## config.mk

```make
export PLATFORM = sky130hd
export DESIGN_NAME = bootloader_frame_receive_parser_top_flat
export DESIGN_NICKNAME = d
export VERILOG_FILES = /design/src/rtl/core/bfrp_pkg.sv /design/src/rtl/core/bfrp_if.sv /design/src/rtl/core/bootloader_frame_receive_parser_top.sv /design/src/rtl/core/bfrp_csr.sv /design/src/rtl/core/bfrp_parser.sv /design/src/flat_wrapper.sv
export SDC_FILE = /design/constraint.sdc
export NUM_CORES = 1
export LEC_CHECK = 0
export ABC_AREA = 1
export BUFFER_PORTS_ARGS = -buffer_cell sky130_fd_sc_hd__buf_2
export CAP_MARGIN = 30
export CORE_MARGIN = 4
export CORE_UTILIZATION = 60
export CTS_BUF_LIST = sky130_fd_sc_hd__clkbuf_8
export DETAILED_ROUTE_END_ITERATION = 8
export PLACE_DENSITY = 0.83
export SETUP_SLACK_MARGIN = 0.4
export SLEW_MARGIN = 20
export SYNTH_ARGS = -nofsm -noshare
export SYNTH_HDL_FRONTEND = slang
export SYNTH_SLANG_ARGS = --single-unit
export TNS_END_PERCENT = 30
```

## constraint.sdc

```tcl
create_clock -name clock -period 6.6 [get_ports clock]
set_clock_uncertainty 0.2 [all_clocks]
set_input_delay 1.32 -clock clock [delete_from_list [all_inputs] [get_ports clock]]
set_output_delay 1.32 -clock clock [all_outputs]
set_load 0.05 [all_outputs]
```

## src/rtl/core/bfrp_pkg.sv

```systemverilog
// shared types, codes and the crc-16 step for the bootloader frame parser
package bfrp_pkg;

   // frame bytes
   localparam logic [7:0] START_CODE = 8'h5A;
   localparam logic [7:0] T_ACK      = 8'hA1;
   localparam logic [7:0] T_NAK      = 8'hA2;
   localparam logic [7:0] T_CMD      = 8'hA4;
   localparam logic [7:0] T_DATA     = 8'hA5;
   localparam logic [7:0] T_PING     = 8'hA6;
   localparam logic [7:0] T_PINGRSP  = 8'hA7;

   localparam logic [15:0] PINGRSP_LEN     = 16'd8;
   localparam logic [15:0] PINGRSP_CRC_LO  = 16'd6;
   localparam logic [15:0] CRC_POLY        = 16'h1021;

   // parser states
   localparam logic [2:0] ST_HUNT  = 3'd0;
   localparam logic [2:0] ST_TYPE  = 3'd1;
   localparam logic [2:0] ST_LENL  = 3'd2;
   localparam logic [2:0] ST_LENH  = 3'd3;
   localparam logic [2:0] ST_CRCL  = 3'd4;
   localparam logic [2:0] ST_CRCH  = 3'd5;
   localparam logic [2:0] ST_DATA  = 3'd6;

   // event codes
   localparam logic [2:0] EV_NONE    = 3'd0;
   localparam logic [2:0] EV_OK      = 3'd1;
   localparam logic [2:0] EV_CRC_ERR = 3'd2;
   localparam logic [2:0] EV_TYPE    = 3'd3;
   localparam logic [2:0] EV_CMD_LEN = 3'd4;

   // register indexes
   localparam logic CSR_IDX_CMD_LIMIT  = 1'b0;
   localparam logic CSR_IDX_DATA_LIMIT = 1'b1;

   localparam logic [15:0] LEN_LIMIT_RESET = 16'd32;

   typedef struct packed {
      logic [15:0] cmd_len_limit;
      logic [15:0] data_len_limit;
   } bfrp_cfg_type;

   typedef struct packed {
      logic [2:0]  event_res;
      logic [7:0]  frame_type;
      logic        payload_valid;
      logic [7:0]  payload_byte;
      logic [15:0] payload_index;
      logic [15:0] frame_length;
      logic [15:0] received_crc;
   } bfrp_res_type;

   // one byte through crc-16, msb first
   function automatic logic [15:0] crc16_add(input logic [15:0] crc, input logic [7:0] data);
      logic [15:0] x;
      x = crc ^ {data, 8'h00};
      for (int i = 0; i < 8; i++) begin
         x = x[15] ? ({x[14:0], 1'b0} ^ CRC_POLY) : {x[14:0], 1'b0};
      end
      return x;
   endfunction

endpackage

```

## src/rtl/core/bfrp_if.sv

```systemverilog
// valid/ready channel interfaces for received bytes and parse results
interface bfrp_req_if;
   logic       valid;
   logic       ready;
   logic [7:0] rx_byte;

   modport source (output valid, output rx_byte, input ready);
   modport sink   (input valid, input rx_byte, output ready);
endinterface

interface bfrp_rsp_if;
   logic        valid;
   logic        ready;
   logic [2:0]  event_res;
   logic [7:0]  frame_type;
   logic        payload_valid;
   logic [7:0]  payload_byte;
   logic [15:0] payload_index;
   logic [15:0] frame_length;
   logic [15:0] received_crc;

   modport source (output valid, output event_res, output frame_type, output payload_valid,
                   output payload_byte, output payload_index, output frame_length,
                   output received_crc, input ready);
   modport sink   (input valid, input event_res, input frame_type, input payload_valid,
                   input payload_byte, input payload_index, input frame_length,
                   input received_crc, output ready);
endinterface

```

## src/rtl/core/bootloader_frame_receive_parser_top.sv

```systemverilog
// top level of the serial bootloader frame receive parser
//
// usage
// - req channel: one received uart byte per item (rx_byte), valid/ready
// - rsp channel: one result item per byte: event code, frame type, payload
//   byte with its index, announced length and the crc carried in the frame
// - csr port: apb-style, cmd_len_limit at 0x0, data_len_limit at 0x4,
//   write only while no byte is in flight
// - path: a byte accepted goes into the input register, then through the
//   parser step into the result register
// - throughput: one byte per cycle while rsp is taken; the crc-16 step
//   is a single-byte xor network inside the parser step, which sets the cycle time
// - stall: when rsp is not taken the result register holds, the input
//   register still takes one more byte, then req_chan.ready drops
// - reset: both registers empty, parser hunting for the start byte,
//   length limits back to 32
module bootloader_frame_receive_parser_top
   import bfrp_pkg::*;
(
   input  logic        clock,
   input  logic        reset,
   bfrp_req_if.sink    req_chan,
   bfrp_rsp_if.source  rsp_chan,
   input  logic        csr_psel,
   input  logic        csr_penable,
   input  logic        csr_pwrite,
   input  logic [2:0]  csr_paddr,
   input  logic [31:0] csr_pwdata,
   output logic [31:0] csr_prdata,
   output logic        csr_pready
);

   bfrp_cfg_type cfg;
   bfrp_res_type step_res;

   // input register
   logic         in_valid_ff, in_valid_in;
   logic [7:0]   in_byte_ff, in_byte_in;
   // result register
   logic         out_valid_ff, out_valid_in;
   bfrp_res_type out_res_ff, out_res_in;

   logic out_load_ok;
   logic step_fire;
   logic req_take;

   bfrp_csr u_csr (
      .clock       (clock),
      .reset       (reset),
      .csr_psel    (csr_psel),
      .csr_penable (csr_penable),
      .csr_pwrite  (csr_pwrite),
      .csr_paddr   (csr_paddr),
      .csr_pwdata  (csr_pwdata),
      .csr_prdata  (csr_prdata),
      .csr_pready  (csr_pready),
      .cfg         (cfg)
   );

   bfrp_parser u_parser (
      .clock     (clock),
      .reset     (reset),
      .step_fire (step_fire),
      .rx_byte   (in_byte_ff),
      .cfg       (cfg),
      .res       (step_res)
   );

   // result register is free when empty or being drained this cycle
   assign out_load_ok    = !out_valid_ff || rsp_chan.ready;
   // parser advances only when the byte's result has somewhere to go
   assign step_fire      = in_valid_ff && out_load_ok;
   assign req_chan.ready = !in_valid_ff || step_fire;
   assign req_take       = req_chan.valid && req_chan.ready;

   always_comb begin
      in_valid_in  = in_valid_ff;
      in_byte_in   = in_byte_ff;
      out_valid_in = out_valid_ff;
      out_res_in   = out_res_ff;
      if (req_chan.ready) begin
         in_valid_in = req_chan.valid;
      end
      if (req_take) begin
         in_byte_in = req_chan.rx_byte;
      end
      if (out_load_ok) begin
         out_valid_in = in_valid_ff;
      end
      if (step_fire) begin
         out_res_in = step_res;
      end
   end

   always_ff @(posedge clock) begin
      if (reset) begin
         in_valid_ff  <= 1'b0;
         out_valid_ff <= 1'b0;
      end else begin
         in_valid_ff  <= in_valid_in;
         out_valid_ff <= out_valid_in;
      end
   end

   // payload registers, no reset needed
   always_ff @(posedge clock) begin
      in_byte_ff <= in_byte_in;
      out_res_ff <= out_res_in;
   end

   assign rsp_chan.valid         = out_valid_ff;
   assign rsp_chan.event_res     = out_res_ff.event_res;
   assign rsp_chan.frame_type    = out_res_ff.frame_type;
   assign rsp_chan.payload_valid = out_res_ff.payload_valid;
   assign rsp_chan.payload_byte  = out_res_ff.payload_byte;
   assign rsp_chan.payload_index = out_res_ff.payload_index;
   assign rsp_chan.frame_length  = out_res_ff.frame_length;
   assign rsp_chan.received_crc  = out_res_ff.received_crc;

endmodule

```

## src/rtl/core/bfrp_csr.sv

```systemverilog
// apb register block holding the command and data length limits
module bfrp_csr
   import bfrp_pkg::*;
(
   input  logic         clock,
   input  logic         reset,
   input  logic         csr_psel,
   input  logic         csr_penable,
   input  logic         csr_pwrite,
   input  logic [2:0]   csr_paddr,
   input  logic [31:0]  csr_pwdata,
   output logic [31:0]  csr_prdata,
   output logic         csr_pready,
   output bfrp_cfg_type cfg
);

   bfrp_cfg_type cfg_ff, cfg_in;
   logic         reg_idx;
   logic         wr_en;

   assign csr_pready = 1'b1;
   assign reg_idx    = csr_paddr[2];
   assign wr_en      = csr_psel && csr_penable && csr_pwrite && csr_pready;

   always_comb begin
      cfg_in = cfg_ff;
      if (wr_en) begin
         unique case (reg_idx)
            CSR_IDX_CMD_LIMIT:  cfg_in.cmd_len_limit  = csr_pwdata[15:0];
            CSR_IDX_DATA_LIMIT: cfg_in.data_len_limit = csr_pwdata[15:0];
            default:            cfg_in = cfg_ff;
         endcase
      end
   end

   always_comb begin
      unique case (reg_idx)
         CSR_IDX_CMD_LIMIT:  csr_prdata = {16'h0000, cfg_ff.cmd_len_limit};
         CSR_IDX_DATA_LIMIT: csr_prdata = {16'h0000, cfg_ff.data_len_limit};
         default:            csr_prdata = 32'h0000_0000;
      endcase
   end

   always_ff @(posedge clock) begin
      if (reset) begin
         cfg_ff.cmd_len_limit  <= LEN_LIMIT_RESET;
         cfg_ff.data_len_limit <= LEN_LIMIT_RESET;
      end else begin
         cfg_ff <= cfg_in;
      end
   end

   assign cfg = cfg_ff;

endmodule

```

## src/rtl/core/bfrp_parser.sv

```systemverilog
// frame state machine: one byte per step, running crc and result forming
module bfrp_parser
   import bfrp_pkg::*;
(
   input  logic         clock,
   input  logic         reset,
   input  logic         step_fire,
   input  logic [7:0]   rx_byte,
   input  bfrp_cfg_type cfg,
   output bfrp_res_type res
);

   logic [2:0]  state_ff, state_in;
   logic [7:0]  type_ff, type_in;
   logic [15:0] len_ff, len_in;
   logic [15:0] crc_ff, crc_in;
   logic [15:0] rem_ff, rem_in;
   logic [15:0] run_ff, run_in;
   logic [15:0] run_upd;
   logic [2:0]  ev;
   logic        pv;
   logic [7:0]  pb;
   logic [15:0] pidx;

   function automatic logic [2:0] finish_event(input logic [7:0] ftype,
                                                input logic [15:0] run, input logic [15:0] crc);
      if (ftype == T_CMD || ftype == T_DATA || ftype == T_PINGRSP) begin
         return (run == crc) ? EV_OK : EV_CRC_ERR;
      end
      return EV_OK;
   endfunction

   assign run_upd = crc16_add(run_ff, rx_byte);

   always_comb begin
      state_in = state_ff;
      type_in  = type_ff;
      len_in   = len_ff;
      crc_in   = crc_ff;
      rem_in   = rem_ff;
      run_in   = run_ff;
      ev       = EV_NONE;
      pv       = 1'b0;
      pb       = 8'h00;
      pidx     = 16'h0000;
      unique case (state_ff)
         ST_HUNT: begin
            type_in = 8'h00;
            len_in  = 16'h0000;
            crc_in  = 16'h0000;
            rem_in  = 16'h0000;
            if (rx_byte == START_CODE) begin
               run_in   = crc16_add(16'h0000, rx_byte);
               state_in = ST_TYPE;
            end
         end
         ST_TYPE: begin
            type_in = rx_byte;
            run_in  = run_upd;
            if (rx_byte == T_PING || rx_byte == T_ACK || rx_byte == T_NAK) begin
               ev       = finish_event(rx_byte, run_upd, crc_ff);
               state_in = ST_HUNT;
            end else if (rx_byte == T_PINGRSP) begin
               len_in   = PINGRSP_LEN;
               rem_in   = PINGRSP_LEN;
               state_in = ST_DATA;
            end else if (rx_byte == T_CMD || rx_byte == T_DATA) begin
               state_in = ST_LENL;
            end else begin
               ev       = EV_TYPE;
               state_in = ST_HUNT;
            end
         end
         ST_LENL: begin
            len_in   = {8'h00, rx_byte};
            run_in   = run_upd;
            state_in = ST_LENH;
         end
         ST_LENH: begin
            len_in   = len_ff | {rx_byte, 8'h00};
            run_in   = run_upd;
            state_in = ST_CRCL;
         end
         ST_CRCL: begin
            crc_in   = {8'h00, rx_byte};
            state_in = ST_CRCH;
         end
         ST_CRCH: begin
            crc_in = crc_ff | {rx_byte, 8'h00};
            if (len_ff == 16'h0000) begin
               ev       = finish_event(type_ff, run_ff, crc_ff | {rx_byte, 8'h00});
               state_in = ST_HUNT;
            end else if (type_ff == T_CMD) begin
               if (len_ff > cfg.cmd_len_limit) begin
                  ev       = EV_CMD_LEN;
                  state_in = ST_HUNT;
               end else begin
                  rem_in   = len_ff;
                  state_in = ST_DATA;
               end
            end else begin
               // over-length data frame is dropped quietly
               if (len_ff > cfg.data_len_limit) begin
                  state_in = ST_HUNT;
               end else begin
                  rem_in   = len_ff;
                  state_in = ST_DATA;
               end
            end
         end
         ST_DATA: begin
            pidx = len_ff - rem_ff;
            pv   = 1'b1;
            pb   = rx_byte;
            if (rem_ff != 16'h0000) begin
               rem_in = rem_ff - 16'd1;
            end
            if (type_ff == T_PINGRSP) begin
               // ping response: last two payload bytes are the crc
               if (pidx < PINGRSP_CRC_LO) begin
                  run_in = run_upd;
               end else if (pidx == PINGRSP_CRC_LO) begin
                  crc_in = {8'h00, rx_byte};
               end else begin
                  crc_in = crc_ff | {rx_byte, 8'h00};
               end
            end else begin
               run_in = run_upd;
            end
            if (rem_in == 16'h0000) begin
               ev       = finish_event(type_ff, run_in, crc_in);
               state_in = ST_HUNT;
            end
         end
         default: begin
            state_in = ST_HUNT;
         end
      endcase
   end

   always_ff @(posedge clock) begin
      if (reset) begin
         state_ff <= ST_HUNT;
         type_ff  <= 8'h00;
         len_ff   <= 16'h0000;
         crc_ff   <= 16'h0000;
         rem_ff   <= 16'h0000;
         run_ff   <= 16'h0000;
      end else if (step_fire) begin
         state_ff <= state_in;
         type_ff  <= type_in;
         len_ff   <= len_in;
         crc_ff   <= crc_in;
         rem_ff   <= rem_in;
         run_ff   <= run_in;
      end
   end

   always_comb begin
      res.event_res     = ev;
      res.frame_type    = type_in;
      res.payload_valid = pv;
      res.payload_byte  = pb;
      res.payload_index = pidx;
      res.frame_length  = len_in;
      res.received_crc  = crc_in;
   end

   // payload bytes only come out of the payload state
   a_pv_in_data: assert property (@(posedge clock) disable iff (reset)
      step_fire && pv |-> state_ff == ST_DATA)
      else $error("payload byte outside payload state");

   // any frame event sends the parser back to hunting
   a_event_restarts: assert property (@(posedge clock) disable iff (reset)
      step_fire && ev != EV_NONE |=> state_ff == ST_HUNT)
      else $error("parser did not return to hunting after an event");

   // unknown type is only flagged on the type byte
   a_type_err_src: assert property (@(posedge clock) disable iff (reset)
      step_fire && ev == EV_TYPE |-> state_ff == ST_TYPE)
      else $error("unknown type event outside type state");

   // payload state always has bytes left to take
   a_data_rem: assert property (@(posedge clock) disable iff (reset)
      state_ff == ST_DATA |-> rem_ff != 16'h0000)
      else $error("payload state entered with nothing remaining");

endmodule
```

## src/flat_wrapper.sv

```systemverilog
// flat-port wrapper written by rule: the top's interface ports become plain ports
module bootloader_frame_receive_parser_top_flat import bfrp_pkg::*;
  (clock, reset, csr_psel, csr_penable, csr_pwrite, csr_paddr, csr_pwdata, csr_prdata, csr_pready, req_chan_valid, req_chan_rx_byte, req_chan_ready, rsp_chan_valid, rsp_chan_event_res, rsp_chan_frame_type, rsp_chan_payload_valid, rsp_chan_payload_byte, rsp_chan_payload_index, rsp_chan_frame_length, rsp_chan_received_crc, rsp_chan_ready);
  bfrp_req_if req_chan_i ();
  bfrp_rsp_if rsp_chan_i ();
  input  logic clock;
  input  logic reset;
  input  logic csr_psel;
  input  logic csr_penable;
  input  logic csr_pwrite;
  input  logic [2:0] csr_paddr;
  input  logic [31:0] csr_pwdata;
  output logic [31:0] csr_prdata;
  output logic csr_pready;
  input wire logic [$bits(req_chan_i.valid)-1:0] req_chan_valid;
  input wire logic [$bits(req_chan_i.rx_byte)-1:0] req_chan_rx_byte;
  output wire logic [$bits(req_chan_i.ready)-1:0] req_chan_ready;
  output wire logic [$bits(rsp_chan_i.valid)-1:0] rsp_chan_valid;
  output wire logic [$bits(rsp_chan_i.event_res)-1:0] rsp_chan_event_res;
  output wire logic [$bits(rsp_chan_i.frame_type)-1:0] rsp_chan_frame_type;
  output wire logic [$bits(rsp_chan_i.payload_valid)-1:0] rsp_chan_payload_valid;
  output wire logic [$bits(rsp_chan_i.payload_byte)-1:0] rsp_chan_payload_byte;
  output wire logic [$bits(rsp_chan_i.payload_index)-1:0] rsp_chan_payload_index;
  output wire logic [$bits(rsp_chan_i.frame_length)-1:0] rsp_chan_frame_length;
  output wire logic [$bits(rsp_chan_i.received_crc)-1:0] rsp_chan_received_crc;
  input wire logic [$bits(rsp_chan_i.ready)-1:0] rsp_chan_ready;
  assign req_chan_i.valid = req_chan_valid;
  assign req_chan_i.rx_byte = req_chan_rx_byte;
  assign req_chan_ready = req_chan_i.ready;
  assign rsp_chan_valid = rsp_chan_i.valid;
  assign rsp_chan_event_res = rsp_chan_i.event_res;
  assign rsp_chan_frame_type = rsp_chan_i.frame_type;
  assign rsp_chan_payload_valid = rsp_chan_i.payload_valid;
  assign rsp_chan_payload_byte = rsp_chan_i.payload_byte;
  assign rsp_chan_payload_index = rsp_chan_i.payload_index;
  assign rsp_chan_frame_length = rsp_chan_i.frame_length;
  assign rsp_chan_received_crc = rsp_chan_i.received_crc;
  assign rsp_chan_i.ready = rsp_chan_ready;
  bootloader_frame_receive_parser_top u_core (.clock(clock), .reset(reset), .req_chan(req_chan_i), .rsp_chan(rsp_chan_i), .csr_psel(csr_psel), .csr_penable(csr_penable), .csr_pwrite(csr_pwrite), .csr_paddr(csr_paddr), .csr_pwdata(csr_pwdata), .csr_prdata(csr_prdata), .csr_pready(csr_pready));
endmodule
```

==> impl_results.md <==
* Clock Path Buffers at 2
* Final non-filler cell area at 0.0125 mm2
* RSZ-0062 raised after global routing: no
* First-pass GRT wire length at 51400 um
* Die area at 0.0214 mm2
* Post-synth top area cell: edfxtp_1
* Final core utilization at 66.7%
* Hold Path End: u_core.u_csr.cfg[11]
* Final Max Tran Viols at 0
* Share of cells above drive strength 1 at 12.5%
* Slowest cell delay on critical path at 690 ps
* Global Route Usage Sum at 29.9%
* Number of buffers and inverters on the critical path at 3
* Sequential share of the synthesized area at 38.9%
* CP most frequent cell: nand2_1
* ANT nets after route at 0
* Critical path arrival at 4590 ps
* Hold depth at 2
* CP required at 6640 ps
* Gr busiest metal: met2
* Crit path time final at 4550 ps
* Netlist Area Pre-Place at 0.0115 mm2
* Number of synthesized flops with an enable pin at 76
* M1 GR Usage at 43.5%
* Hold-fix buffers, CTS at 0
* Met3 usage at 6.11%
* Area Growth Syn to Fin at 9.08%
* Worst R2R Path Depth at 24
* CTS root buf: clkbuf_8
* Syn Inst Count at 1601
* # rows at 50
* Ports at 153
* Core area at 0.0188 mm2
* FF-to-FF Start: u_core.u_parser.len_ff[0]
* Startpoint types: flop
* Hold Crit Class: flop to flop
* Chip width at 146 um
* Post-Place Cell Area at 0.0121 mm2
* Initial antenna violation count at 0
* Hold Violations, Final at 0
* Min Hold Slack at 285 ps
* Commonest non-fill, non-tap cells in the layout: nand2_1 (395), inv_1 (225), o21ai_0 (128)
* Critical-path top delay cell: nand4_2
* Synth warnings at 0
* Status: complete, no violations
* Distinct cell type count after synthesis at 52
* Worst ir drop on vdd at 0.128 mV
* Async set-reset flop share out of synthesis at 0%
* Initial DRT Pass Iterations at 6
* Critical register-to-register path endpoint: u_core.rsp_chan.event_res[1]
* Relative slew margins at 42.1%
* Area share of the largest cell type after synthesis at 19.9%
* Max-Cap Viols at 0
* TritonCTS clock tree: built
* Met2 usage in global routing at 45.5%
* Crit path capture type: flop
* Setup TNS Final at 0 ps
* Synth Register Bits at 185
* H-tree level count at 4
* Dpl ws at 2100 ps
* Post-CTS sizing at 0
* CP delay by family, top: simple AND/OR/NAND/NOR gates
* Post-CTS Setup Inserts at 0
* PnR worst setup slack at 2050 ps
* Syn_area_per_cell at 7.17 um2
* Initial Utilization at 61.2%
* Routability congestion estimate at 0.954
* Power density cells at 203 mW/mm2
* DRC at 0
* Via count at 11000
* Vias in the first global route at 9764
* Antenna cells at 0
* Post-route clock period utilization at 68.9%
* Leak at 5.79 nW
* Post-DP HPWL at 23400 um
* Number of setup violations in the final report at 0
* Total global routing overflow at 0
* Clock transition at the registers of the reported paths at 100 ps
* CP Cell Sequence: inv_1 -> ha_1 -> inv_1 -> fa_1 -> nand2_1 -> nand3_1 -> nand3_1 -> nand2_1 -> nand2_1 -> nand3b_1 -> nand2_1 -> nand2_2 -> nor2_4 -> nand4_2 -> o21ai_0 -> nand2_1 -> nand2_1 -> nand2_1 -> inv_1 -> nand2_1 -> nor2_1 -> nand2_1 -> nand3_1 -> nand2_1
* Drt wl/cell at 16.8 um
* Die Ht at 146 um
* Reg-to-reg setup timing slack at 2050 ps
* # port buffers at 117
* CP Max Fanout at 34
* Type of the worst setup path: flop to flop
* Maximum clock rate at 0.220 GHz
* Total CTS buffers at 17
* Synth top area cells: edfxtp_1 (20%), dfxtp_1 (19%), nand2_1 (13%), inv_1 (7.4%), o21ai_0 (5.6%)
* Vias per cell at 5.68
* Final #Nets at 1785
* Worst slew pin tran at 867 ps
* Total wire length at 32500 um
* Pin count of the biggest net entering global routing at 85
* Hold path start: u_core.u_csr.cfg[11]
* Commonest non-fill, non-tap cell in the layout: nand2_1
* Clock Sinks at 185
* Clock latency on the worst-skew pair at 480 ps
* DR iter-0 viols at 1011
* Dominant synthesized flop cell: dfxtp_1
-- state kept, by name, summed over array words and instances (netlist names) --
register and count:
u_core.in_byte_ff 8, u_core.in_valid_ff 1, u_core.rsp_chan.event_res 3, u_core.rsp_chan.frame_length 16, u_core.rsp_chan.frame_type 8, u_core.rsp_chan.payload_byte 8, u_core.rsp_chan.payload_index 16, u_core.rsp_chan.payload_valid 1
u_core.rsp_chan.received_crc 16, u_core.rsp_chan.valid 1, u_core.u_csr.cfg 32, u_core.u_parser.crc_ff 16, u_core.u_parser.len_ff 16, u_core.u_parser.rem_ff 16, u_core.u_parser.run_ff 16, u_core.u_parser.state_ff 3
u_core.u_parser.type_ff 8
-- layer usage --
layer | up-vias | routed length (um) | share of wire, %
met5 | - | 0 | 0
met4 | 0 | 578 | 1.8
met3 | 47 | 3530 | 11
met2 | 549 | 14100 | 43
met1 | 4959 | 14300 | 44
li1 | 5424 | - | -
-- Yosys cell counts (all sizes together), types with 5 or more instances --
| master | count |
|---|---|
| xor2 | 29 |
| nand3 | 63 |
| ha | 48 |
| dfxtp | 109 |
| or2 | 8 |
| a211oi | 15 |
| a21oi | 105 |
| buf | 32 |
| edfxtp | 76 |
| nand3b | 6 |
| o22ai | 33 |
| nand2 | 406 |
| o21ai | 142 |
| inv | 243 |
| nand4 | 25 |
| xnor2 | 12 |
| clkbuf | 46 |
| o221ai | 11 |
| nor3 | 21 |
| a31oi | 14 |
| nor2 | 122 |
| a22oi | 5 |
-- how the worst max path moves through the flow --
stage,slack [ps],end,startpoint,depth (start not counted)
3_3_place_gp,2230,u_core.rsp_chan.event_res[1],u_core.u_parser.len_ff[0],24
5_1_grt,1710,u_core.rsp_chan.event_res[1],u_core.u_parser.len_ff[0],24
2_1_floorplan,2210,u_core.u_parser.len_ff[15],rsp_chan_ready,7
3_5_place_dp,2100,u_core.rsp_chan.event_res[1],u_core.u_parser.len_ff[0],24
4_1_cts,2070,u_core.rsp_chan.event_res[1],u_core.u_parser.len_ff[0],24
6_report,2050,u_core.rsp_chan.event_res[1],u_core.u_parser.len_ff[0],24
-- area by class of cell --
cell class / instances / area [um2]
clock buffer: 17 / 234
tap: 234 / 293
timing repair buffer: 129 / 693
fill: 1681 / 6250
multi-input combinational: 1107 / 5770
clock inverter: 15 / 140
inverter: 246 / 925
sequential: 185 / 4460
-- kinds of logic (layout without fill, tap and decap cells) --
| kind of cell | Yosys count | after routing | synth area share [%] |
|---|---|---|---|
| adder cells (fa/ha/maj) | 49 | 49 | 5.41 |
| AND/OR/NAND/NOR | 658 | 658 | 24.4 |
| flip-flops | 185 | 185 | 38.9 |
| AO/OA/AOI/OAI | 342 | 342 | 16.8 |
| other | 2 | 17 | 0.0654 |
| XOR/XNOR | 41 | 41 | 3.13 |
| buffers and inverters | 324 | 407 | 11.4 |
-- through the flow --
step | total power, mW | instances
6_report | 2.54 | 1933
5_1_grt | 2.67 | 1933
4_1_cts | 2.54 | 1931
3_5_place_dp | 1.82 | 1899
3_3_place_gp | 1.81 | 1899
2_1_floorplan | 1.70 | 1616
-- worst min-delay path: stages, from the launching register on --
cell     delay (ps)
dfxtp_1         320
inv_1            70
a21oi_1          60
-- where the power goes --
group	internal (mW)	total [mW]	leakage (nW)	switching, mW
Clock	0.275	0.734	0.184	0.459
Sequential	1.23	1.27	1.62	0.0400
Combinational	0.154	0.536	3.98	0.382
Total	1.66	2.54	5.79	0.881
No activity file was read; power rests on OpenSTA's default activity.
